[src/sv/sgtr_pkg.sv]
// Package for the scaled glyph text renderer: shared types, constants and functions.
// Used by the register block, the draw engine, the top level and the testbench.
// Depends on nothing.
package sgtr_pkg;

    localparam int GLYPH_COUNT_DEF = 256;
    localparam int GLYPH_SIZE      = 8;
    localparam int SCALE_MAX_DEF   = 8;

    localparam logic [7:0]  NEWLINE_CODE = 8'h0A;
    localparam logic [6:0]  LINE_GAP     = 7'd4;

    localparam int APB_AW = 4;

    localparam logic [1:0] REG_PITCH = 2'd0;
    localparam logic [1:0] REG_COLOR = 2'd1;
    localparam logic [1:0] REG_SCALE = 2'd2;

    localparam logic [14:0] PITCH_RST = 15'd4096;
    localparam logic [31:0] COLOR_RST = 32'hFFFF_FFFF;
    localparam logic [3:0]  SCALE_RST = 4'd1;

    typedef enum logic [1:0] {
        CMD_LOAD  = 2'd0,
        CMD_START = 2'd1,
        CMD_CHAR  = 2'd2
    } cmd_t;

    typedef enum logic [1:0] {
        ST_IDLE,
        ST_TOP,
        ST_ADDR,
        ST_EMIT
    } state_t;

    typedef struct packed {
        logic [14:0] line_pitch_bytes;
        logic [31:0] text_color;
        logic [3:0]  scale_factor;
    } cfg_t;

    // Each glyph pixel becomes a run of s mask bits; bit 7 of the row is leftmost.
    function automatic logic [63:0] widen_row(input logic [7:0] bits, input logic [3:0] s);
        logic [63:0] mask;
        logic [5:0]  idx;
        mask = '0;
        for (int j = 0; j < 8; j++)
        begin
            for (int dx = 0; dx < 8; dx++)
            begin
                idx = 6'(j * int'(s) + dx);
                if (bits[7 - j] && (dx < int'(s)))
                begin
                    mask[idx] = 1'b1;
                end
            end
        end
        return mask;
    endfunction

endpackage

[src/sv/sgtr_regs.sv]
// APB configuration registers of the scaled glyph text renderer.
// Depends on sgtr_pkg.
module sgtr_regs (
    input  logic                        clk,
    input  logic                        rst_n,
    input  logic                        psel,
    input  logic                        penable,
    input  logic                        pwrite,
    input  logic [sgtr_pkg::APB_AW-1:0] paddr,
    input  logic [31:0]                 pwdata,
    output logic [31:0]                 prdata,
    output logic                        pready,
    output sgtr_pkg::cfg_t              cfg
);
    import sgtr_pkg::*;

    logic [14:0] pitch_reg, pitch_next;
    logic [31:0] color_reg, color_next;
    logic [3:0]  scale_reg, scale_next;
    logic        wr;

    assign pready = 1'b1;
    assign wr     = psel && penable && pwrite;

    always_comb
    begin
        pitch_next = pitch_reg;
        color_next = color_reg;
        scale_next = scale_reg;
        prdata     = '0;
        unique case (paddr[3:2])
            REG_PITCH:
            begin
                prdata = 32'(pitch_reg);
                if (wr)
                begin
                    pitch_next = pwdata[14:0];
                end
            end
            REG_COLOR:
            begin
                prdata = color_reg;
                if (wr)
                begin
                    color_next = pwdata;
                end
            end
            REG_SCALE:
            begin
                prdata = 32'(scale_reg);
                if (wr)
                begin
                    scale_next = pwdata[3:0];
                end
            end
            default:
            begin
                prdata = '0;
            end
        endcase
    end

    always_ff @(posedge clk or negedge rst_n)
    begin
        if (!rst_n)
        begin
            pitch_reg <= PITCH_RST;
            color_reg <= COLOR_RST;
            scale_reg <= SCALE_RST;
        end
        else
        begin
            pitch_reg <= pitch_next;
            color_reg <= color_next;
            scale_reg <= scale_next;
        end
    end

    assign cfg = '{line_pitch_bytes: pitch_reg, text_color: color_reg, scale_factor: scale_reg};

endmodule

[config.mk]
export PLATFORM = sky130hd
export DESIGN_NAME = sgtr_regs
export DESIGN_NICKNAME = d
export VERILOG_FILES = /design/src/sv/sgtr_pkg.sv /design/src/sv/sgtr_regs.sv
export SDC_FILE = /design/constraint.sdc
export NUM_CORES = 1
export LEC_CHECK = 0
export BUFFER_PORTS_ARGS = -buffer_cell sky130_fd_sc_hd__buf_2
export CAP_MARGIN = 20
export CORE_ASPECT_RATIO = 1.75
export CORE_MARGIN = 2
export CORE_UTILIZATION = 40
export CTS_CLUSTER_DIAMETER = 30
export CTS_CLUSTER_SIZE = 24
export DETAILED_ROUTE_END_ITERATION = 8
export GPL_TIMING_DRIVEN = 0
export HOLD_SLACK_MARGIN = 0.08
export PLACE_DENSITY = 0.75
export SYNTH_ARGS = -nofsm -noshare
export SYNTH_HDL_FRONTEND = slang
export SYNTH_SLANG_ARGS = --single-unit
[constraint.sdc]
create_clock -name clk -period 1.04 [get_ports clk]
set_clock_uncertainty 0.15 [all_clocks]
set_input_delay 0.052 -clock clk [delete_from_list [all_inputs] [get_ports clk]]
set_output_delay 0.052 -clock clk [all_outputs]
set_load 0.02 [all_outputs]
==> results of run 1 <==
==> power breakdown <==
part           switching (mW)  total (mW)  internal [mW]
combinational            1.96        4.71           2.75
sequential              0.498        3.18           2.68
clock                   0.713        1.68          0.962
==> timing repair <==
action	4_1_cts	5_1_grt
endpoints found under the setup margin	126	119
hold endpoints to repair	68	27
buffers inserted	41	33
cloned	2	1
gates resized for setup	207	70
pin swaps	3	6
hold buffers	32	1
==> cells by family (layout without fill, tap and decap cells) <==
| family | after synthesis | count (layout) | share of synthesized area (%) |
|---|---|---|---|
| multiplexers | 66 | 66 | 30.7 |
| AO/OA/AOI/OAI | 4 | 4 | 0.848 |
| AND/OR/NAND/NOR | 38 | 38 | 9.22 |
| other | 1 | 1 | 0.159 |
| buffers and inverters | 10 | 238 | 3.23 |
| flip-flops | 51 | 51 | 55.9 |
==> cell usage after synthesis, types with 2 or more instances <==
master	instances	area (um2)
nor2_1	11	41.3
nor2b_1	2	12.5
mux2i_1	15	150
buf_6	3	33.8
dfrtp_1	17	425
clkbuf_1	2	7.51
nand2_1	4	15.0
o21ai_0	4	20.0
mux2_1	2	22.5
and2_1	17	106
dfstp_2	34	893
buf_4	4	30.0
mux2_2	49	552
==> critical path: stages, from the launching register on <==
cell     delay (ps)
dfstp_2         560
mux2i_1         100
o21ai_1         160
buf_4           170
==> layout make-up <==
cell class                      instances  area [um2]
Timing Repair Buffer                  221        2210
Fill cell                             226         714
Clock inverter                          2        60.1
Tap cell                               78        97.6
Buffer                                  9         109
Multi-Input combinational cell        109        1200
Sequential cell                        51        1320
Clock buffer                            6        72.6
==> worst max path at each step <==
stage	start	slack [ps]	cells past startpoint	end
3_3_place_gp	paddr[2]	-530	6	prdata[19]
3_5_place_dp	paddr[2]	-580	6	prdata[17]
6_report	color_reg[3]	-470	3	prdata[3]
2_1_floorplan	pwrite	-180	4	pitch_reg[0]
4_1_cts	color_reg[13]	-370	3	prdata[13]
5_1_grt	color_reg[3]	-510	3	prdata[3]
==> stage by stage <==
| step | power, mW | area (um2) | setup WS, ps |
|---|---|---|---|
| finish | 9.57 | 5070 | -472 |
| global route | 9.86 | 5070 | -509 |
| CTS | 8.59 | 4660 | -370 |
| detailed placement | 5.47 | 3210 | -580 |
| global placement | 5.40 | 3210 | -525 |
| floorplan | 4.59 | 2500 | -178 |
==> layer usage <==
layer	track usage (%)	routed length [um]	share of wire, %	vias to the layer above
met2	50.1	6010	56	146
met4	13.8	456	4.2	0
met3	5.28	600	5.6	37
met1	28.9	3710	34	1231
met5	0	0	0	-
li1	-	-	-	1033
==> placed cells by master, fill, tap and decap left out, types with 2 or more instances in the layout <==
master,n
and2_4,17
buf_12,4
buf_2,36
buf_4,21
buf_6,127
buf_8,5
bufinv_16,2
clkbuf_8,5
dfrtp_1,17
dfstp_2,34
dlygate4sd3_1,33
mux2_2,18
mux2_4,33
mux2i_1,12
mux2i_2,3
nand2_1,4
nor2_2,11
o21ai_1,2
o21ai_2,2
==> metrics.md, run 1 <==
| Metric | Value |
|---|---|
| Outcome | finished, violations left |
| Violated checks | setup timing |
| Reg2reg setup slack | -160 ps |
| Largest net degree at the start of global routing | 52 |
| FF-to-FF Start | color_reg[14] |
| Row cnt | 37 |
| Worst-Skew Late Latency | 330 ps |
| Die Y | 106 um |
| Fraction of registers with async set/reset | 100% |
| Worst setup margin | -472 ps |
| Total track usage | 28.0% |
| # setup viols final | 122 |
| Final antenna diode count | 0 |
| Post-synthesis sequential area ratio | 55.9% |
| Yosys cell types | 19 |
| Clock Tree Root | clkbuf_8 |
| Setup CP Type | flop to output pin |
| Initial DRT Pass Iterations | 4 |
| Ys flop type | dfstp_2 |
| Hold Path Class | primary input to async pin |
| Final Hold Vio Count | 0 |
| Layout Area Growth over Synthesis | 115% |
| Finished Core Util | 87.7% |
| Clock Tree Buf Depth | 2 |
| Grt ovf | 0 |
| Max reg flops | 32 |
| Hold_ws | 47.8 ps |
| Layout cell share with drive strength beyond 1 | 81.9% |
| # nets final | 438 |
| Core area | 5790 um2 |
| Drt initial violations | 211 |
| Max H-tree Level | 2 |
| Total wire length | 10.8 mm |
| Clk slew on worst S/H paths | 90 ps |
| Initial Utilization | 40.8% |
| Setup TNS | -23,080 ps |
| Slew Viols, Final | 0 |
| Die width | 62.1 um |
| CP Max Fanout | 2 |
| Vias in the first global route | 2,533 |
| Drc violations | 0 |
| Clock sinks | 51 |
| CP startpoint kind | flop |
| Vias | 2,447 |
| R2R Path End | color_reg[14] |
| Port Buffers | 121 |
| Mean Syn Cell Area | 13.9 um2 |
| Crit share post-route | 145% |
| Gate Count Post-Synth | 170 |
| Fmax | 661 MHz |
| Final std cells w/o fill | 476 |
| Wire per inst | 22.6 um |
| EDFF count, synth | 0 |
| MaxCap Viol Count | 0 |
| CTS tree | done |
| Min Clock Period, post-route | 1510 ps |
| Die ar. | 6560 um2 |
| #FFs+latches synth | 51 |
| FF-to-FF path depth | 4 |
| Leak Pwr | 2.41 nW |
| RSZ-0062 raised after global routing | true |
| Post-route ant nets | 0 |
| Antenna violations before repair | 0 |
| Max VDD drop | 0.00139 V |
| PD cells | 1890 nW/um2 |
| Syn nets | 211 |
| Global placement routability congestion | 0.763 |
| Ys Warns | 0 |
| Synthesized area | 2360 um2 |
| I/O pin count | 125 |
| Arr. time, crit path | 1310 ps |
| Vias per cell | 5.14 |
| WP data required | 840 ps |
| Crit. End Element | output pin |
| DP Cell Count | 369 |
| CTS buffer count | 5 |
| First-pass GRT wire length | 13.1 mm |
| Hpwl dp | 4.24 mm |
(Power assumes the default switching activity.)
==> inputs of run 2 (changes only) <==
--- a/config.mk
+++ b/config.mk
@@ -8,11 +8,11 @@
 export BUFFER_PORTS_ARGS = -buffer_cell sky130_fd_sc_hd__buf_2
 export CAP_MARGIN = 20
 export CORE_ASPECT_RATIO = 1.75
-export CORE_MARGIN = 2
 export CORE_UTILIZATION = 40
 export CTS_CLUSTER_DIAMETER = 30
 export CTS_CLUSTER_SIZE = 24
 export DETAILED_ROUTE_END_ITERATION = 8
+export GPL_ROUTABILITY_DRIVEN = 0
 export GPL_TIMING_DRIVEN = 0
 export HOLD_SLACK_MARGIN = 0.08
 export PLACE_DENSITY = 0.75
==> run 2 against run 1 <==
Compared with the run above: the run still ends with setup timing left; global-route usage decreased by 0.28 points; worst setup slack got worse by 66 ps; cell count decreased by 0.84%; sequential share of layout area increased by 0.14 points; total power decreased by 5.2%; non-clock buffer count decreased by 2; clock power decreased by 32%; die area decreased by 5.1%; critical path type unchanged; critical endpoint unchanged; highest routed layer unchanged.
==> metrics.md, run 2 (synthesis results as in run 1) <==
| Metric | Value |
|---|---|
| Logic gate share of total power | 52.0% |
| Layout Area Growth over Synthesis | 114% |
| Most frequent cells in the layout | buf_6 (129), mux2_4 (37), buf_2 (34), dfstp_2 (34), dlygate4sd3_1 (33) |
| Crit. End Element | output pin |
| Drc violations | 0 |
| Die width | 60.1 um |
| Arr. time, crit path | 1380 ps |
| Initial DRT Pass Iterations | 6 |
| Worst-Skew Late Latency | 300 ps |
| CTS buffer count | 5 |
| Max reg flops | 32 |
| Register Area | 1320 um2 |
| MaxCap Viol Count | 0 |
| Slew Viols, Final | 0 |
| Final Hold Vio Count | 0 |
| Max VDD drop | 0.00107 V |
| Drt initial violations | 87 |
| Fillers | 208 |
| Row cnt | 36 |
| Fmax | 634 MHz |
| Max H-tree Level | 2 |
| Placed cell area | 3200 um2 |
| Core area | 5630 um2 |
| # nets final | 436 |
| Hpwl dp | 4.17 mm |
| Most common cell after layout, fill and taps aside | buf_6 |
| Sequential fraction of design power | 35.3% |
| Setup TNS | -24,220 ps |
| Crit. Startpoint | color_reg[3] |
| Total wire length | 10.6 mm |
| Final antenna diode count | 0 |
| Final Instance Area | 5050 um2 |
| CTS tree | done |
| Clock Tree Buf Depth | 2 |
| Vias per cell | 5.14 |
| Grt ovf | 0 |
| Clock sinks | 51 |
| Min Clock Period, post-route | 1580 ps |
| PD cells | 1800 nW/um2 |
| Total track usage | 27.7% |
| I/O pin count | 125 |
| Violated checks | setup timing |
| First-pass GRT wire length | 12.7 mm |
| Vias | 2,425 |
| Clk slew on worst S/H paths | 100 ps |
| Sw power | 3.13 mW |
| Initial Utilization | 41.9% |
| Sw Share | 34.6% |
| # setup viols final | 129 |
| Hold Path Class | primary input to async pin |
| CP Max Fanout | 2 |
| Worst slack, placed | -564 ps |
| FF-to-FF Start | color_reg[7] |
| Crit share post-route | 152% |
| Multi-input logic area | 1220 um2 |
| DP Cell Count | 367 |
| Die Y | 104 um |
| Leak Pwr | 2.39 nW |
| WP data required | 840 ps |
| Port Buffers | 121 |
| Setup CP Type | flop to output pin |
| Clock power frac | 12.6% |
| Cell Int Power | 5.93 mW |
| RSZ-0062 raised after global routing | true |
| Largest net degree at the start of global routing | 52 |
| Die ar. | 6230 um2 |
| Vias in the first global route | 2,476 |
| Post-route ant nets | 0 |
| Outcome | finished, violations left |
| Worst setup margin | -538 ps |
| Layout cell share with drive strength beyond 1 | 81.6% |
| Final std cells w/o fill | 472 |
| Antenna violations before repair | 0 |
| CP startpoint kind | flop |
| Clock Tree Root | clkbuf_8 |
| Final Power | 9.06 mW |
| Wire per inst | 22.4 um |
-- run 2: cell count changes in the layout (fill, tap and decap cells not counted) --
| cell | change |
|---|---|
| clkbuf_4 | -1 |
| clkbuf_16 | -1 |
| bufinv_16 | -2 |
| clkbuf_8 | +1 |
| or3b_4 | +1 |
| mux2_4 | +4 |
| buf_2 | -2 |
| clkbuf_1 | +2 |
| buf_4 | -3 |
| mux2_2 | -4 |
| buf_12 | +2 |
| or3b_1 | -1 |
| buf_6 | +2 |
-- run 2: through the flow --
stage / hold slack [ps] / utilization [%]
finish: 38.6 / 89.6
CTS: -153 / 80.4
floorplan: -394 / -
global route: 34.5 / 89.6
detailed placement: 137 / 56.9
global placement: 133 / 56.9
-- run 2: final timing paths --
| kind | end | slack [ps] | depth (start not counted) |
|---|---|---|---|
| min in group clk | scale_reg[3] | 110 | 4 |
| max in group asynchronous | color_reg[30] | 140 | 3 |
| max | prdata[3] | -540 | 3 |
| max reg2reg | color_reg[7] | -140 | 4 |
| min | pitch_reg[3] | 40 | 2 |
| min reg2reg | pitch_reg[11] | 430 | 1 |
-- run 2: final cells by class --
| class | count | share of cell area [%] |
|---|---|---|
| buffer | 9 | 2.33 |
| sequential | 51 | 26.1 |
| tap | 76 | 1.88 |
| timing repair buffer | 219 | 43.8 |
| clock buffer | 8 | 1.59 |
| multi-input combinational | 109 | 24.2 |
-- run 2: per-layer routing --
layer | vias to the layer above | GRT usage, % | share of wire [%]
li1 | 1028 | - | -
met5 | - | 0 | 0
met3 | 45 | 5.49 | 5.0
met4 | 0 | 14.0 | 4.6
met2 | 134 | 51.5 | 56
met1 | 1218 | 26.9 | 35
-- run 2: power groups by stage --
stage                     sequential [mW]  combinational (mW)  clock [mW]
final                                3.20                4.72        1.14
after global routing                 3.23                4.91        1.24
after CTS                            3.07                3.70        1.15
after detailed placement             3.06                2.41           0
after global placement               3.03                2.37           0
after floorplan                      3.61               0.981           0
-- run 2: worst max-delay path: stages (launching register included) --
cell	delay [ps]
dfstp_2	570
mux2i_1	100
o21ai_1	210
buf_4	180
-- run 2: repair_timing --
action,4_1_cts,5_1_grt
cloned,2,1
hold endpoints to repair,68,51
setup buffers,35,39
gates resized for setup,195,100
pin swaps,1,6
setup endpoints to repair,126,117
hold buffers,32,1
==> inputs of run 3 (changes only) <==
--- a/config.mk
+++ b/config.mk
@@ -8,14 +8,14 @@
 export BUFFER_PORTS_ARGS = -buffer_cell sky130_fd_sc_hd__buf_2
 export CAP_MARGIN = 20
 export CORE_ASPECT_RATIO = 1.75
-export CORE_UTILIZATION = 40
+export CORE_UTILIZATION = 45
 export CTS_CLUSTER_DIAMETER = 30
 export CTS_CLUSTER_SIZE = 24
 export DETAILED_ROUTE_END_ITERATION = 8
 export GPL_ROUTABILITY_DRIVEN = 0
 export GPL_TIMING_DRIVEN = 0
 export HOLD_SLACK_MARGIN = 0.08
-export PLACE_DENSITY = 0.75
+export PLACE_DENSITY = 0.8
 export SYNTH_ARGS = -nofsm -noshare
 export SYNTH_HDL_FRONTEND = slang
 export SYNTH_SLANG_ARGS = --single-unit
==> constraint.sdc (replaced) <==
create_clock -name clk -period 1.8 [get_ports clk]
set_clock_uncertainty 0.15 [all_clocks]
set_input_delay 0.09 -clock clk [delete_from_list [all_inputs] [get_ports clk]]
set_output_delay 0.09 -clock clk [all_outputs]
set_load 0.02 [all_outputs]
==> run 3 against run 2 <==
Compared with the run above: the run ends with DRC left; die area fell by 11%; critical endpoint is now prdata[2]; count of clock-buffer cells in the layout did not move; largest power group is now registers; cell area fell by 30%; via count fell by 21%; register-to-register slack improved by 450 ps; sequential share of layout area rose by 11 points.
==> metrics.md, run 3 (synthesis results as in run 1) <==
| Metric | Value |
|---|---|
| Outcome | finished, violations left |
| Violated checks | DRC |
| I/O pin count | 125 |
| Critical path, cell by cell | mux2i_1 -> o21ai_0 -> buf_2 |
| Layout Area Growth over Synthesis | 48.5% |
| Clock Tree Buf Depth | 2 |
| Vias in the first global route | 1,936 |
| Die width | 56.8 um |
| Wire per inst | 14.9 um |
| MaxCap Viol Count | 0 |
| Setup CP Type | flop to output pin |
| Clock sinks | 51 |
| Relative slew slack | 65.6% |
| Vias per cell | 4.95 |
| Total track usage | 20.7% |
| Hpwl dp | 3.87 mm |
| Fmax | 621 MHz |
| Row cnt | 34 |
| Post-route ant nets | 0 |
| Worst-Skew Late Latency | 290 ps |
| Drc violations | 20 |
| Most common cell after layout, fill and taps aside | buf_2 |
| Port Buffers | 121 |
| Setup TNS | 0 ps |
| CP startpoint kind | flop |
| Crit share post-route | 89.4% |
| Final antenna diode count | 0 |
| PD cells | 1090 nW/um2 |
| Core area | 5020 um2 |
| Max VDD drop | 0.000756 V |
| WP data required | 1560 ps |
| Reg2reg setup slack | 310 ps |
| Die ar. | 5550 um2 |
| Final Instance Area | 3510 um2 |
| Critical path's slowest cell | dfstp_2 |
| Drt initial violations | 57 |
| Crit. End Element | output pin |
| Hold Path Class | primary input to async pin |
| Final Hold Vio Count | 0 |
| Die Y | 97.8 um |
| # setup viols final | 0 |
| Antenna violations before repair | 0 |
| Min Clock Period, post-route | 1610 ps |
| Most frequent cells in the layout | buf_2 (122), mux2_2 (49), dlygate4sd3_1 (35) |
| CTS buffer count | 5 |
| Clock Tree Root | clkbuf_8 |
| RSZ-0062 raised after global routing | false |
| Initial DRT Pass Iterations | 6 |
| Clk slew on worst S/H paths | 90 ps |
| Placed cell area | 3030 um2 |
| Initial Utilization | 47.0% |
| CP peak stage delay | 550 ps |
| Slew Viols, Final | 0 |
| Max reg flops | 32 |
| Leak Pwr | 1.75 nW |
| Finished Core Util | 69.9% |
| Max H-tree Level | 2 |
| First-pass GRT wire length | 8.98 mm |
| Grt ovf | 0 |
| Worst Tran Pin Value | 516 ps |
| Layout cell share with drive strength beyond 1 | 66.6% |
| Total wire length | 5.79 mm |
| Vias | 1,926 |
| Largest net degree at the start of global routing | 52 |
| Arr. time, crit path | 1370 ps |
| # nets final | 375 |
| CP Max Fanout | 3 |
| CTS tree | done |
## run 3: cell types whose count changed in the layout (fill, tap and decap cells not counted), moves of 3 or more
cell     delta
buf_6     -126
buf_2      +88
mux2_4     -37
mux2_2     +35
and2_1     +17
and2_4     -17
buf_4      -14
nor2_1     +11
nor2_2     -11
buf_12      -5
buf_8       -5
o21ai_0     +4
mux2i_1     +3
mux2i_2     -3
## run 3: cell type report
class / instances / area, um2
Tap cell: 54 / 67.6
Multi-Input combinational cell: 109 / 968
Sequential cell: 51 / 1320
Clock buffer: 8 / 100
Buffer: 10 / 76.3
Fill cell: 367 / 1510
Timing Repair Buffer: 157 / 976
## run 3: where the power goes
| part | switching [mW] | leakage (nW) | total (mW) | internal (mW) |
|---|---|---|---|---|
| combinational | 0.783 | 1.13 | 1.38 | 0.592 |
| clock | 0.348 | 0.0515 | 0.700 | 0.351 |
| sequential | 0.195 | 0.565 | 1.74 | 1.54 |
| total | 1.33 | 1.75 | 3.81 | 2.49 |
## run 3: through the flow
step | power (mW) | hold WS [ps] | setup slack, ps | instances
CTS | 3.83 | 227 | 70.5 | 388
finish | 3.81 | 132 | 191 | 389
global placement | 3.01 | 170 | 64.6 | 345
detailed placement | 3.06 | 175 | 75.2 | 345
floorplan | 2.57 | -356 | 413 | 170
global route | 4.00 | 183 | 78.9 | 389
## run 3: worst max-delay path: cells and delay by family (launching register included)
kind / cells / cell delay (ps)
buf+inv: 1 / 220
mux: 1 / 60
compound gates: 1 / 240
flops: 1 / 550
## run 3: path summary, 6_finish.rpt
| kind | startpoint | cells after the start | end |
|---|---|---|---|
| worst max-delay path | color_reg[2] | 3 | prdata[2] |
| worst min-delay path | rst_n | 2 | pitch_reg[1] |
| worst max register to register | pitch_reg[9] | 2 | pitch_reg[9] |
| worst min register to register | pitch_reg[1] | 1 | pitch_reg[1] |
| max in group asynchronous | rst_n | 3 | color_reg[12] |
| min in group clk | paddr[2] | 4 | pitch_reg[3] |
## run 3: repair_timing
item | in CTS | in global routing
buffers inserted | 0 | 0
endpoints found under the hold margin | 68 | 0
hold buffers | 35 | 0
resized for setup | 0 | 1
endpoints found under the setup margin | 0 | 10
## run 3: metal layers
layer,GRT usage [%],up-vias,part of all wire [%]
met4,7.50,0,1.6
met2,41.3,72,58
li1,-,906,-
met1,20.5,940,36
met5,0,-,0
met3,3.58,8,4.9
